**config.mk**
```make
export PLATFORM = sky130hd
export DESIGN_NAME = load_sense_relay_controller
export DESIGN_NICKNAME = d
export VERILOG_FILES = /design/src/sv/lsrc_pkg.sv /design/src/sv/load_sense_relay_controller.sv
export SDC_FILE = /design/constraint.sdc
export NUM_CORES = 1
export LEC_CHECK = 0
export BUFFER_PORTS_ARGS = -buffer_cell sky130_fd_sc_hd__buf_4
export CAP_MARGIN = 5
export CORE_ASPECT_RATIO = 1.75
export CORE_UTILIZATION = 60
export CTS_BUF_LIST = sky130_fd_sc_hd__clkbuf_16
export DETAILED_ROUTE_END_ITERATION = 10
export MAX_ROUTING_LAYER = met4
export PLACE_DENSITY = 0.83
export SKIP_CTS_REPAIR_TIMING = 1
export SLEW_MARGIN = 10
export SYNTH_ARGS = -nofsm -noshare
export SYNTH_HDL_FRONTEND = slang
export SYNTH_SLANG_ARGS = --single-unit
```
**constraint.sdc**
```tcl
create_clock -name clk -period 5.4 [get_ports clk]
set_clock_uncertainty 0.15 [all_clocks]
set_input_delay 0.54 -clock clk [delete_from_list [all_inputs] [get_ports clk]]
set_output_delay 0.54 -clock clk [all_outputs]
set_load 0.01 [all_outputs]
```
**src/sv/lsrc_pkg.sv**
```systemverilog
// Types, command and mode codes, and helper functions for the load-sense relay controller.
// No dependencies; every RTL file of the block imports this package.
`default_nettype none

package lsrc_pkg;

	// Item commands.
	typedef enum logic [2:0] {
		CMD_SAMPLE    = 3'd0,
		CMD_SHORT_KEY = 3'd1,
		CMD_LONG_KEY  = 3'd2,
		CMD_TICK      = 3'd3,
		CMD_RESTART   = 3'd4
	} cmd_t;

	// Operating modes.
	typedef enum logic [1:0] {
		MODE_OFF  = 2'd0,
		MODE_ON   = 2'd1,
		MODE_AUTO = 2'd2
	} mode_t;

	// Configuration register indexes.
	localparam logic [1:0] CFG_THRESHOLD_HIGH  = 2'd0;
	localparam logic [1:0] CFG_KEEP_ON_SECONDS = 2'd1;
	localparam logic [1:0] CFG_START_IN_AUTO   = 2'd2;

	localparam int unsigned CFG_ADDR_W = 2;
	localparam int unsigned CFG_DATA_W = 16;

	// Hysteresis between the high and low thresholds, in watts.
	localparam logic [15:0] HYSTERESIS_W = 16'd20;
	// Power samples per second.
	localparam logic [8:0] SAMPLES_PER_SECOND = 9'd5;

	typedef struct packed {
		logic [2:0]  command;
		logic [15:0] power_watts;
	} item_t;

	typedef struct packed {
		logic       relay_closed;
		logic       mode_led_lit;
		logic [1:0] current_mode;
		logic       load_detected;
	} result_t;

	// Increment that sticks at the top of an 8-bit counter.
	function automatic logic [7:0] sat_inc(input logic [7:0] v);
		return (v == 8'hFF) ? v : v + 8'd1;
	endfunction

endpackage

`default_nettype wire

```
**src/sv/load_sense_relay_controller.sv**
```systemverilog
// Top level of the load-sense relay controller: input register, event logic, result register.
// Depends on lsrc_pkg for the item, result, command and mode types.
//
// Usage. Events arrive on the item channel (item_valid, item_ready, item): power samples,
// short and long key presses, timer ticks and restart commands. Every accepted item gives
// exactly one result on the result channel (result_valid, result_ready, result) that shows
// the relay drive, the mode LED, the current mode and the qualified load status after the
// event. The three configuration registers are written on the cfg channel, which is always
// ready; writes are expected only while no item is in flight.
//
// Pipeline. An item is captured in the input register on the transfer, and its result is
// loaded into the result register when that register is empty or its result is being taken.
// One item is taken every cycle while results are taken: the event logic is a single pass of
// compares and 8-bit counter increments between the two registers.
//
// Stalls. If result_ready stays low, the result register holds its item, the input register
// holds the next one, and item_ready falls only when both are full. No result is lost.
//
// Reset. arst_n clears the registers, the mode (off), the detector, all counters, the relay
// and the LED, and empties both pipeline registers.
`default_nettype none

module load_sense_relay_controller #(
	parameter int unsigned ON_RUN_LIMIT = 2,
	parameter int unsigned BLINK_PERIOD = 6,
	parameter int unsigned PRESCALE_TOP = 10
) (
	input  wire                           clk,
	input  wire                           arst_n,
	input  wire                           item_valid,
	output logic                          item_ready,
	input  wire lsrc_pkg::item_t          item,
	output logic                          result_valid,
	input  wire                           result_ready,
	output lsrc_pkg::result_t             result,
	input  wire                           cfg_valid,
	output logic                          cfg_ready,
	input  wire [lsrc_pkg::CFG_ADDR_W-1:0] cfg_addr,
	input  wire [lsrc_pkg::CFG_DATA_W-1:0] cfg_data
);
	import lsrc_pkg::*;

	localparam logic [7:0] ON_LIMIT8 = 8'(ON_RUN_LIMIT);
	localparam logic [7:0] BLINK8    = 8'(BLINK_PERIOD);
	localparam logic [7:0] PRESC8    = 8'(PRESCALE_TOP);

	// Configuration registers.
	logic [15:0] threshold_high_q;
	logic [5:0]  keep_on_seconds_q;
	logic        start_in_auto_q;

	// Controller state.
	mode_t      op_mode_q,   mode_n;
	logic       load_q,      load_n;
	logic [7:0] above_q,     above_n;
	logic [7:0] below_q,     below_n;
	logic       relay_q,     relay_n;
	logic       led_q,       led_n;
	logic [7:0] phase_q,     phase_n;
	logic [7:0] presc_q,     presc_n;

	// Pipeline.
	item_t   item_s1;
	logic    valid_s1;
	result_t result_q;
	logic    result_valid_q;

	logic        advance;
	logic        step;
	logic [15:0] low_thresh;
	logic [8:0]  off_full;
	logic [7:0]  off_count;

	assign cfg_ready    = 1'b1;
	assign advance      = !result_valid_q || result_ready;
	assign item_ready   = !valid_s1 || advance;
	assign step         = valid_s1 && advance;
	assign result       = result_q;
	assign result_valid = result_valid_q;

	// Low threshold saturates at zero; the off count saturates at the counter's top.
	assign low_thresh = (threshold_high_q >= HYSTERESIS_W) ? threshold_high_q - HYSTERESIS_W
		: 16'd0;
	assign off_full   = 9'(keep_on_seconds_q) * SAMPLES_PER_SECOND;
	assign off_count  = (off_full > 9'd255) ? 8'hFF : off_full[7:0];

	always_ff @(posedge clk or negedge arst_n) begin
		if (!arst_n) begin
			threshold_high_q  <= '0;
			keep_on_seconds_q <= '0;
			start_in_auto_q   <= 1'b0;
		end else if (cfg_valid && cfg_ready) begin
			case (cfg_addr)
				CFG_THRESHOLD_HIGH:  threshold_high_q  <= cfg_data;
				CFG_KEEP_ON_SECONDS: keep_on_seconds_q <= cfg_data[5:0];
				CFG_START_IN_AUTO:   start_in_auto_q   <= cfg_data[0];
				default: ;
			endcase
		end
	end

	// Next state for the item in the input register.
	always_comb begin
		mode_n  = op_mode_q;
		load_n  = load_q;
		above_n = above_q;
		below_n = below_q;
		relay_n = relay_q;
		led_n   = led_q;
		phase_n = phase_q;
		presc_n = presc_q;
		case (item_s1.command)
			CMD_SAMPLE: begin
				// The turn-on rule goes first; the turn-off rule sees its outcome.
				if (!load_q && item_s1.power_watts >= threshold_high_q) begin
					below_n = 8'd0;
					above_n = sat_inc(above_q);
					if (above_n > ON_LIMIT8) begin
						load_n = 1'b1;
					end
				end
				if (load_n && item_s1.power_watts <= low_thresh) begin
					above_n = 8'd0;
					below_n = sat_inc(below_n);
					if (below_n > off_count) begin
						load_n = 1'b0;
					end
				end
				case (op_mode_q)
					MODE_ON:   relay_n = 1'b1;
					MODE_AUTO: relay_n = load_n;
					default:   relay_n = 1'b0;
				endcase
			end
			CMD_SHORT_KEY: begin
				mode_n = (op_mode_q == MODE_OFF) ? MODE_ON : MODE_OFF;
			end
			CMD_LONG_KEY: begin
				mode_n = (op_mode_q == MODE_AUTO) ? MODE_ON : MODE_AUTO;
			end
			CMD_TICK: begin
				presc_n = sat_inc(presc_q);
				if (presc_n > PRESC8) begin
					presc_n = 8'd0;
					if (op_mode_q == MODE_AUTO) begin
						if (phase_q == 8'd0) begin
							led_n = !led_q;
						end
						phase_n = sat_inc(phase_q);
						if (phase_n > BLINK8) begin
							phase_n = 8'd0;
						end
					end else begin
						led_n   = (op_mode_q == MODE_ON);
						phase_n = 8'd0;
					end
				end
			end
			CMD_RESTART: begin
				// The tick prescaler runs free and is left alone here.
				relay_n = 1'b0;
				led_n   = 1'b0;
				mode_n  = start_in_auto_q ? MODE_AUTO : MODE_OFF;
				load_n  = 1'b0;
				above_n = 8'd0;
				below_n = 8'd0;
				phase_n = 8'd0;
			end
			default: ;
		endcase
	end

	always_ff @(posedge clk or negedge arst_n) begin
		if (!arst_n) begin
			op_mode_q <= MODE_OFF;
			load_q    <= 1'b0;
			above_q   <= '0;
			below_q   <= '0;
			relay_q   <= 1'b0;
			led_q     <= 1'b0;
			phase_q   <= '0;
			presc_q   <= '0;
		end else if (step) begin
			op_mode_q <= mode_n;
			load_q    <= load_n;
			above_q   <= above_n;
			below_q   <= below_n;
			relay_q   <= relay_n;
			led_q     <= led_n;
			phase_q   <= phase_n;
			presc_q   <= presc_n;
		end
	end

	// Valid flags of the input and result registers.
	always_ff @(posedge clk or negedge arst_n) begin
		if (!arst_n) begin
			valid_s1       <= 1'b0;
			result_valid_q <= 1'b0;
		end else begin
			if (item_ready) begin
				valid_s1 <= item_valid;
			end
			if (advance) begin
				result_valid_q <= valid_s1;
			end
		end
	end

	// Payload registers carry no reset.
	always_ff @(posedge clk) begin
		if (item_valid && item_ready) begin
			item_s1 <= item;
		end
		if (step) begin
			result_q.relay_closed  <= relay_n;
			result_q.mode_led_lit  <= led_n;
			result_q.current_mode  <= mode_n;
			result_q.load_detected <= load_n;
		end
	end

	// Load detection only turns on as the result of a power sample.
	a_load_on_by_sample: assert property (@(posedge clk) disable iff (!arst_n)
		$rose(load_q) |-> $past(step) && $past(item_s1.command) == CMD_SAMPLE)
		else $error("load status rose without a power sample");

	// The prescaler wraps before passing its top value.
	a_presc_bound: assert property (@(posedge clk) disable iff (!arst_n)
		presc_q <= PRESC8)
		else $error("tick prescaler beyond its top");

	// The blink phase stays within its period.
	a_phase_bound: assert property (@(posedge clk) disable iff (!arst_n)
		phase_q <= BLINK8)
		else $error("blink phase beyond its period");

	// The mode changes only when an item is processed.
	a_mode_on_step: assert property (@(posedge clk) disable iff (!arst_n)
		op_mode_q != $past(op_mode_q) |-> $past(step))
		else $error("mode changed without an item");

endmodule

`default_nettype wire
```
# Word-level counts from Yosys, hierarchy flattened
# Index checks and enable logic that the tools add are counted.
# W data, S select, Z words.
[totals]
register_bits = 86
in_bits = 42
out_inout_bits = 8
wordCells = 104
[op_classes]
add_sub_neg = 5
mul = 1
order_cmp = 8
eq_ne = 14
mux = 34
reduce_logical = 23
[op_table]
columns = ["op", "n"]
rows = [
  ["$mux W8", 14],
  ["$pmux W8 S2", 3],
  ["$add A8 B1 Y8 const B", 4],
  ["$eq A8 B8 Y1 const B", 4],
  ["$ge A16 B16 Y1", 1],
  ["$ge A16 B5 Y1 const B", 1],
  ["$le A16 B16 Y1", 1],
  ["$mux W16", 1],
  ["$sub A16 B5 Y16 const B", 1],
  ["$reduce_and A2 Y1", 5],
  ["$gt A9 B8 Y1 const B", 1],
  ["$mul A6 B3 Y9 const B", 1],
  ["$mux W1", 9],
  ["$gt A8 B2 Y1 const B", 1],
  ["$gt A8 B3 Y1 const B", 1],
  ["$gt A8 B4 Y1 const B", 1],
  ["$gt A8 B8 Y1", 1],
  ["$logic_not A8 Y1", 1],
  ["$pmux W1 S2", 4],
  ["$eq A3 B2 Y1 const B", 2],
  ["$pmux W2 S3", 1],
  ["$reduce_and A3 Y1", 2],
  ["$eq A2 B1 Y1 const B", 2],
  ["$eq A2 B2 Y1 const B", 2],
  ["11 further kinds", 21],
]

# Longest topological paths before layout
# Gate-level depths: netlist of run 1.
[depth]
depth_word = 11
ltp_mapped = 23
depth_no_buf = 21

# Least setup slack after synthesis of run 1
# No wires, ideal clock.
[synth_timing]
path_type = "flip-flop to flip-flop"
from = "register threshold_high_q[12]"
to = "register result_q (netlist bit result[4]) (data pin)"
setup_time_ps = 255
arrival_ps = 4354
t_required_ps = 4995
path_slack_ps = 641
path_stages_with_launch = 23
path_buffers = 2
period_less_slack_ps = 4759
path_cell_list = "dfrtp_1 inv_1 ha_1 nand4_1 or3_1 or4_4 a31oi_4 buf_6 nor2b_1 ha_1 and3_1 clkbuf_1 nand2_1 nor3_2 mux2_4 ha_1 nor2b_1 o21a_1 o21ai_0 a21oi_1 o221ai_1 and3_1 a31o_1"
[synth_via]
elab_chain_len = 11
elab_cells_between_ends = 19
cone_classes = "add/sub: 2; order compare: 4; eq/ne: 1; mux: 10; reduce/logical: 2"
[synth_lines]
columns = ["element", "line", "source"]
rows = [
  ["start: declaration", "load_sense_relay_controller.sv:48", "logic [15:0] threshold_high_q;"],
  ["start signal: assignment", "load_sense_relay_controller.sv:94", "CFG_THRESHOLD_HIGH: threshold_high_q <= cfg_data;"],
  ["$ge A16 B16 Y1", "load_sense_relay_controller.sv:115", "if (!load_q && item_s1.power_watts >= threshold_high_q) begin"],
  ["$logic_and A1 B1 Y1", "load_sense_relay_controller.sv:115", ""],
  ["$mux W8", "load_sense_relay_controller.sv:115", ""],
  ["$mux W8", "load_sense_relay_controller.sv:112", "case (item_s1.command)"],
  ["$add A8 B1 Y8 or $eq A8 B8 Y1 (tied branches)", "lsrc_pkg.sv:50", "return (v == 8'hFF) ? v : v + 8'd1;"],
  ["$mux W8", "lsrc_pkg.sv:50", ""],
  ["$gt A8 B8 Y1", "load_sense_relay_controller.sv:125", "if (below_n > off_count) begin"],
  ["$mux W1", "load_sense_relay_controller.sv:125", ""],
  ["$mux W1 *", "load_sense_relay_controller.sv:122", "if (load_n && item_s1.power_watts <= low_thresh) begin"],
  ["$pmux W1 S2 *", "load_sense_relay_controller.sv:129", "case (op_mode_q)"],
  ["$pmux W1 S2 *", "load_sense_relay_controller.sv:112", ""],
  ["named net relay_n", "load_sense_relay_controller.sv:57", "logic relay_q, relay_n;"],
  ["end: declaration", "load_sense_relay_controller.sv:65", "result_t result_q;"],
]
# The timed path passes the listed nets; every way through them passes the cells marked *. The select of a mux whose other input is x is not followed.
# A chain may end at the register's enable or synchronous reset.

# Worst setup path in the final report of run 1
[layout_timing]
from = "register threshold_high_q[13]"
to = "register result_q (netlist bit result[4]) (data pin)"
# The elaborated chain is that of the path after synthesis.

==> summary by stage, run 1 <==
Route
After detailed routing, no signal wire sits above met4. After detailed routing, the number of vias per cell comes to a little over 6. After detailed routing, the average wire length per cell comes to 16.7 um. The detailed router finished its first iteration with about 300 violations. The wire length on met2 is between 6 and 7 mm. In this run the remaining antenna-violating nets after routing total 0. The number of design rule violations left after detail routing is 0. The routed layout has ~4500 vias. For this run, the detailed router's first-pass iteration total came to 5.

After detailed routing, the total wire length is about 12 mm. The total routed wire length on the met1 layer is 4.64 mm. The routed design uses ~460 um of met3 wire.

Timing
The final count of hold timing violations is 0. The share of the clock period used by the worst path is a little over nine tenths. The worst slew slack as a fraction of its limit is 40.9%. The final count of pins violating max slew came to 0. At the pin with the least slew margin, the transition time is around 0.89 ns.

Static timing analysis puts the maximum clock frequency at roughly 0.20 GHz. Setup violations remaining at the end of the flow were counted as 0. The post-route minimum period is between 5 and 6 ns.

After routing, the total negative slack on setup checks comes to 0 ns. Setup repair after global routing left no endpoint under its margin.

Setup path
The worst setup path is launched from a flop. Data on the critical path is required at its endpoint by between 5 and 6 ns. The data arrival time of the worst path is slightly above 5 ns.

The worst-path cell with the longest stage delay is sky130_fd_sc_hd__or4_4. The delay of the slowest critical-path stage is 0.58 ns. The critical path goes through inv_1, ha_1, nand4_1, or3_1, or4_4, a31oi_4, nor2b_1, ha_1, and3_1, nand2_1, nor3_2, mux2_4, ha_1, nor2b_1, o21a_1, o21ai_0, a21oi_1, o221ai_1, and3_1, a31o_1.

The dominant cell type by count on the critical path is sky130_fd_sc_hd__ha_1. By startpoint and endpoint, the worst setup path is classified as reg2reg. STA classifies the critical path endpoint as a flop. The largest driver fanout on the critical path is 6.

The number of buffer and inverter instances along the worst setup path is 1. The cell type group with the largest total delay on the critical path is simple AND/OR/NAND/NOR gates.

Hold path
The worst hold path belongs to the class in2async.

Clock tree
The number of buffers created by CTS is 9. The clock slew seen by the registers of the worst setup and hold paths is ~0.070 ns. The later pin in the worst-skew pair is clocked with a latency of 0.35 ns. The cell sitting at the root of the clock tree is a sky130_fd_sc_hd__clkbuf_16.

In this run the number of H-tree levels came out at 3. The number of buffers between clock root and the deepest sink is 2. The TritonCTS clock tree is yes. The total clock sinks is 86.

Floorplan
The top-level port count is 50. The region available for standard cell placement spans 8780 sq um. The number of standard-cell rows in the floorplan is between 40 and 50. In this run the vertical extent of the chip is 129 um. The area enclosed by the die boundary is between 9000 and 10000 sq um. The initial cell density of the core is between 60% and 70%. The width of the die is 74.3 um.

Logic synthesis
Counting every instance in the synthesized netlist gives about 570. The cell area that synthesis handed to floorplanning was about 5500 sq um. The netlist uses 64 different library cells. For this run, asynchronously set or reset flops after synthesis account for between 70% and 80%.

The synthesized area divided by synthesized cell count is between 9 and 10 sq um. The number of flops mapped to enable cells by yosys is 24. The synthesized netlist net count is ~670. The share of the yosys chip area belonging to registers is 41.4%. The synthesized design contains 86 register bits. The number of synthesis warnings is 0. The commonest register cell after synthesis is sky130_fd_sc_hd__dfrtp_1.

Cells and area
The most common cell after layout, fill and taps aside is sky130_fd_sc_hd__dfrtp_1. The count of filler cells inserted in the layout is a little under 700. Leaving out fill and tap cells, the most frequent cells in the layout are sky130_fd_sc_hd__dfrtp_1 (62), sky130_fd_sc_hd__nand2_1 (60), sky130_fd_sc_hd__ha_1 (58). In the final layout, the share of cells above drive strength 1 is between 10% and 20%. The footprint of the multi-input gates is roughly 3000 sq um. The area growth from synthesis to layout is 14.3%.

The number of antenna diodes in the final layout is 0. In the final layout, flip-flops and latches occupy about 2300 sq um. The post-route standard cell area excluding fillers is around 6300 sq um.

The utilization after layout is 71.5%. Leaving out filler cells and counting taps, the final layout contains 738. The number of nets in the layout is slightly above 700.

Global route
The leftover overflow at the end of global routing is 0. The first-pass GRT wire length is roughly 20 mm. The number of global-route vias before repair is 4528. The initial antenna violation count is 0. The maximum number of pins on one net before global-route repair is 63. The overall global routing resource usage is about 29%.

Power
For this design the static power due to leakage is about 0.0028 uW. The worst IR drop on VDD is 224 uV. The total power divided by cell area is approximately 370 nW/um^2.

Placement
The HPWL after detailed placement is about 9.3 mm. The final RePlAce weighted congestion is roughly 0.96. The total placed instance area is slightly below 6000 sq um. The quantity of I/O buffers inserted on ports is 48. Once placement completed, the tool counted placed cells totaling 721.

Status
The flow ran to the end, and the final reports show no timing, DRC or antenna violations.

Job
Across the run, the number of max-cap violations was 0.
## through the flow
stage	power [uW]	setup slack, ns	hold slack, ns
detailed placement	1670	0.357	0.341
global route	2460	0.134	0.205
global placement	1630	0.491	0.321
floorplan	1450	0.641	0.0944
finish	2320	0.322	0.123
CTS	2310	0.249	0.167
## state kept, by name (all words and copies together) (netlist names), 2 cells and up
register and count:
op_mode_q 2, phase_q 8, item_s1 19, threshold_high_q 16
presc_q 8, above_q 8, below_q 8, keep_on_seconds_q 6
result 5
## metal layers
metal	vias to the layer above	global-route usage (%)
li1	2166	-
met1	2143	29.3
met2	149	50.7
met3	47	3.99
met4	0	16.8
met5	-	-
## report_power, final
part	total (uW)	internal, uW	switching [uW]	leakage (uW)
registers	875	770	105	0.00103
logic	806	371	435	0.00166
clock network	639	364	275	0.000147
total	2320	1500	815	0.00284
## cell type report
type,count,area share (%)
clock buffers,9,3.59
clock inverters,7,1.24
inverters,34,2.03
multi-input cells,432,48.3
flip-flops and latches,86,36.2
well taps,117,2.33
repair buffers,53,6.33
## cells in the mapped netlist (5+ instances only)
cell type | n | area [sq um]
sky130_fd_sc_hd__dfrtp_1 | 62 | 1550
sky130_fd_sc_hd__nand2_1 | 60 | 225
sky130_fd_sc_hd__ha_1 | 58 | 726
sky130_fd_sc_hd__nor2_1 | 36 | 135
sky130_fd_sc_hd__a21oi_1 | 34 | 170
sky130_fd_sc_hd__inv_1 | 34 | 128
sky130_fd_sc_hd__o21ai_0 | 31 | 155
sky130_fd_sc_hd__edfxtp_1 | 24 | 721
sky130_fd_sc_hd__nor2b_1 | 20 | 125
sky130_fd_sc_hd__nand3_1 | 16 | 80.1
sky130_fd_sc_hd__xnor2_1 | 14 | 123
sky130_fd_sc_hd__a22o_1 | 13 | 114
sky130_fd_sc_hd__nand4_1 | 13 | 81.3
sky130_fd_sc_hd__mux2_2 | 12 | 135
sky130_fd_sc_hd__clkbuf_1 | 11 | 41.3
sky130_fd_sc_hd__nand2b_1 | 11 | 68.8
sky130_fd_sc_hd__and3_1 | 10 | 62.6
sky130_fd_sc_hd__nor3_1 | 10 | 50.1
sky130_fd_sc_hd__o22a_1 | 6 | 52.6
sky130_fd_sc_hd__a31oi_1 | 5 | 31.3
sky130_fd_sc_hd__nand3b_1 | 5 | 37.5
sky130_fd_sc_hd__nor3b_1 | 5 | 37.5
sky130_fd_sc_hd__o21a_1 | 5 | 37.5
## path summary, 6_finish.rpt
| check | cells after the start | startpoint | slack [ns] | to |
|---|---|---|---|---|
| setup / recovery | 20 | threshold_high_q[13] | 0.32 | result[4] |
| hold / removal | 1 | arst_n | 0.12 | keep_on_seconds_q[4] |
| setup reg to reg | 20 | threshold_high_q[13] | 0.32 | result[4] |
| hold reg to reg | 1 | valid_s1 | 0.35 | result_valid |
| max in group asynchronous | 1 | arst_n | 4.43 | relay_q |
| min in group clk | 1 | item[9] | 0.21 | item_s1[9] |
## worst register-to-register path, stage by stage (launching register included)
cell and delay [ns]:
sky130_fd_sc_hd__dfrtp_1 0.36, sky130_fd_sc_hd__inv_1 0.12, sky130_fd_sc_hd__ha_1 0.34, sky130_fd_sc_hd__nand4_1 0.15, sky130_fd_sc_hd__or3_1 0.45, sky130_fd_sc_hd__or4_4 0.58, sky130_fd_sc_hd__a31oi_4 0.21, sky130_fd_sc_hd__nor2b_1 0.10
sky130_fd_sc_hd__ha_1 0.21, sky130_fd_sc_hd__and3_1 0.25, sky130_fd_sc_hd__nand2_1 0.16, sky130_fd_sc_hd__nor3_2 0.06, sky130_fd_sc_hd__mux2_4 0.31, sky130_fd_sc_hd__ha_1 0.29, sky130_fd_sc_hd__nor2b_1 0.14, sky130_fd_sc_hd__o21a_1 0.11
sky130_fd_sc_hd__o21ai_0 0.07, sky130_fd_sc_hd__a21oi_1 0.15, sky130_fd_sc_hd__o221ai_1 0.14, sky130_fd_sc_hd__and3_1 0.24, sky130_fd_sc_hd__a31o_1 0.23
## logic make-up after synthesis
logic type                 Yosys count  share of synthesized area (%)
adders and majority gates           59                           13.6
xor gates and xnor gates            16                           2.55
muxes                               16                           3.30
AOI/OAI and AO/OA                  127                           15.4
and+or+nand+nor                    213                           20.2
other                                1                         0.0683
buffers and inverters               49                           3.60
DFF                                 86                           41.4
Note: power is estimated with default switching activity, not from simulation.
==> run 2: changes to the inputs <==
- CORE_ASPECT_RATIO: 1.75 -> 0.6
- CTS_CLUSTER_DIAMETER: not set -> 150
==> run 2 against run 1 <==
The flow now finishes with violations (DRC). Clock power increased by 5.3%. Global-route usage up 0.64 points. Via count up 0.22%. Critical path type unchanged. First-iteration DRC count up 23%. Design area rose by 0.12%. Wire length up 3.8%. Total power up 2.5%. Worst setup slack worse by 0.046 ns. Clock-buffer cell count rose by 1. Sequential share of layout area hardly changed.
==> summary by stage, run 2 (synthesis results as in run 1) <==
Clock tree
In this run, CTS created clock tree buffers numbering 9. The root buffer selected by CTS is sky130_fd_sc_hd__clkbuf_16. The maximum level of the CTS H-tree is 3.

The clock slew seen by the registers of the worst setup and hold paths is 0.07 ns. The total clock sinks is 86. The longest clock path from root to sink contains 2 buffers. For the worst-skew pair, the clock arrives at the later sink with an insertion delay of between 0.3 and 0.4 ns. The TritonCTS clock tree is yes.

Status
The flow ran to the end, but the final reports show violations. The checks that failed: DRC.

Placement
Routability-driven placement finished with a final weighted congestion of a little over 0.9. Buffers placed on the I/O ports in this run total 48. The total placed instance area is 5950 sq um. At the placement stage, the worst setup path has a slack of approximately 0.27 ns. After legalization and detailed placement, the total HPWL measured 9.54 mm.

Cells and area
With fillers left out, the area of the finished cells amounts to approximately 6300 sq um. The footprint of the multi-input gates is ~3000 sq um. The register with the most flip-flops in the layout has 19 of them. The fraction of layout instances using a drive strength above 1 is between 10 and 15%.

The largest registers in the layout are item_s1 (19), threshold_high_q (16). Leaving out fill and tap cells, the most frequent cells in the layout are sky130_fd_sc_hd__dfrtp_1 (62), sky130_fd_sc_hd__nand2_1 (60), sky130_fd_sc_hd__ha_1 (58). The repair_antennas step left the layout with diodes totalling 0. The count of filler cells inserted in the layout is 599. The area growth from synthesis to layout is 14.5%. The most common cell after layout, fill and taps aside is sky130_fd_sc_hd__dfrtp_1. The number of nets in the layout is 717. Summing all flip-flop and latch instances after layout gives ~2300 sq um. The register with the highest flop count is item_s1.

For this run, the share of the core covered by cells in the final layout is a little over 70%.

Timing
The final setup slack of the worst path is about 0.28 ns. The final count of pins violating max slew came to 0. Static timing analysis puts the maximum clock frequency at 0.195 GHz. The final setup violation count is 0.

Summed over all failing endpoints, the final setup total negative slack is 0 ns. The post-route minimum period is approximately 5.1 ns. Setup repair after global routing left no endpoint under its margin.

Headroom to the max-slew limit came out at 28.8%. After layout, the worst path uses between 90 and 100% of the clock period. The final count of hold timing violations is 0.

For the pin with the worst max-slew slack, the measured transition is ~1.1 ns. The final hold slack is about 0.11 ns.

Setup path
STA classifies the critical path endpoint as a flop. In this design, the stage delay of the slowest critical-path cell is 0.57 ns. Traced cell by cell, the critical path runs through inv_1, ha_1, nand4_1, or3_1, or4_4, a31oi_4, nor2b_1, ha_1, and3_1, nand2_1, nor2_1, nor2b_1, xnor2_1, nor2_1, ha_1, o21ai_0, a21oi_1, o221ai_1, and3_1, a31o_1.

The endpoint required time on the critical path is around 5.4 ns. By instance count, the cell type seen most on the critical path is sky130_fd_sc_hd__ha_1. The worst-path cell with the longest stage delay is sky130_fd_sc_hd__or4_4. In this run the register-to-register setup slack is around 0.28 ns.

The startpoint-to-endpoint class of the critical path is reg2reg. The worst setup path is launched from a flop. Of all nets on the critical path, the largest fanout is 7. At the worst endpoint, the arrival time is a little over 5 ns.

Global route
Entering global routing, the biggest net connects 63 pins. The initial antenna violation count is 0. The first-pass GRT wire length is between 20 and 25 mm. Global routing finished with a remaining overflow of 0. The overall global routing resource usage is between 20 and 30%. The number of global-route vias before repair was between 4000 and 5000.

Floorplan
The core footprint is slightly below 9000 sq um. The area enclosed by the die boundary is ~9600 sq um. The top-level port count is 50. The initial utilization of the core area, before any placement, comes to around 63%. The overall die height is 76.1 um. The width of the die is ~130 um. The floorplan has 26 rows.

Power
The total power divided by cell area is approximately 380 nW/um^2. The leakage power of the design is ~0.0029 uW. VDD sags by at most between 150 and 200 uV.

Route
The final route contains about 4500 vias. After detailed routing, the number of vias per cell comes to approximately 6. After detailed routing, the total wire length is 12.8 mm.

The detail route stage leaves a number of antenna-violating nets equal to 0. For this run, design rule violations remaining after detail routing come to 3. In the final routed layout, each cell accounts on average for 17.4 um. For this block, the initial DRC count from the detailed router was between 300 and 400. The pre-antenna-repair detailed-routing pass consisted of 7 iterations.

Job
The max-cap violation count is 0.

Hold path
The min-delay analysis places its worst path in the category in2async.
==> run 2: cell count changes in the layout (fill, tap and decap cells not counted), sizes merged <==
| cell | delta |
|---|---|
| clkbuf | +1 |
| clkinv | -1 |
| inv | +1 |
| clkinvlp | -1 |
==> run 2: cell type report <==
cell class	instances	area share, %
Clock buffer	10	3.98
Inverter	34	2.03
Clock inverter	6	1.13
Timing Repair Buffer	53	6.33
Sequential cell	86	36.1
Multi-Input combinational cell	432	48.2
Tap cell	112	2.23
==> run 2: critical path: cells and delay by family, from the launching register on <==
family | cells | cell delay (ns)
AO/OA/AOI/OAI | 5 | 0.88
XOR/XNOR | 1 | 0.17
adder cells (fa/ha/maj) | 3 | 0.79
buffers and inverters | 1 | 0.11
flip-flops | 1 | 0.41
AND/OR/NAND/NOR | 10 | 2.37
==> run 2: worst paths after layout <==
kind,from,to,depth (start not counted)
min in group clk,item[10],item_s1[10],1
max in group asynchronous,arst_n,threshold_high_q[4],1
worst min register to register,valid_s1,result_valid,1
worst min-delay path,arst_n,threshold_high_q[12],1
worst max-delay path,threshold_high_q[12],result[4],20
worst max register to register,threshold_high_q[12],result[4],20
==> run 2: metal layers <==
metal / wire length, um / vias up / GRT usage, %
met5: 0 / - / -
met4: 141 / 0 / 7.32
met2: 5240 / 188 / 40.2
met3: 1070 / 18 / 8.36
li1: - / 2161 / -
met1: 6330 / 2148 / 42.5
==> run 2: stage by stage <==
step | power (uW) | instances
floorplan | 1450 | 567
global placement | 1630 | 715
detailed placement | 1680 | 715
CTS | 2360 | 731
global route | 2520 | 733
finish | 2380 | 733
==> run 2: power breakdown <==
part,internal (uW),total (uW),switching (uW)
clock,394,673,280
combinational,372,824,451
sequential,770,881,111
total,1540,2380,842
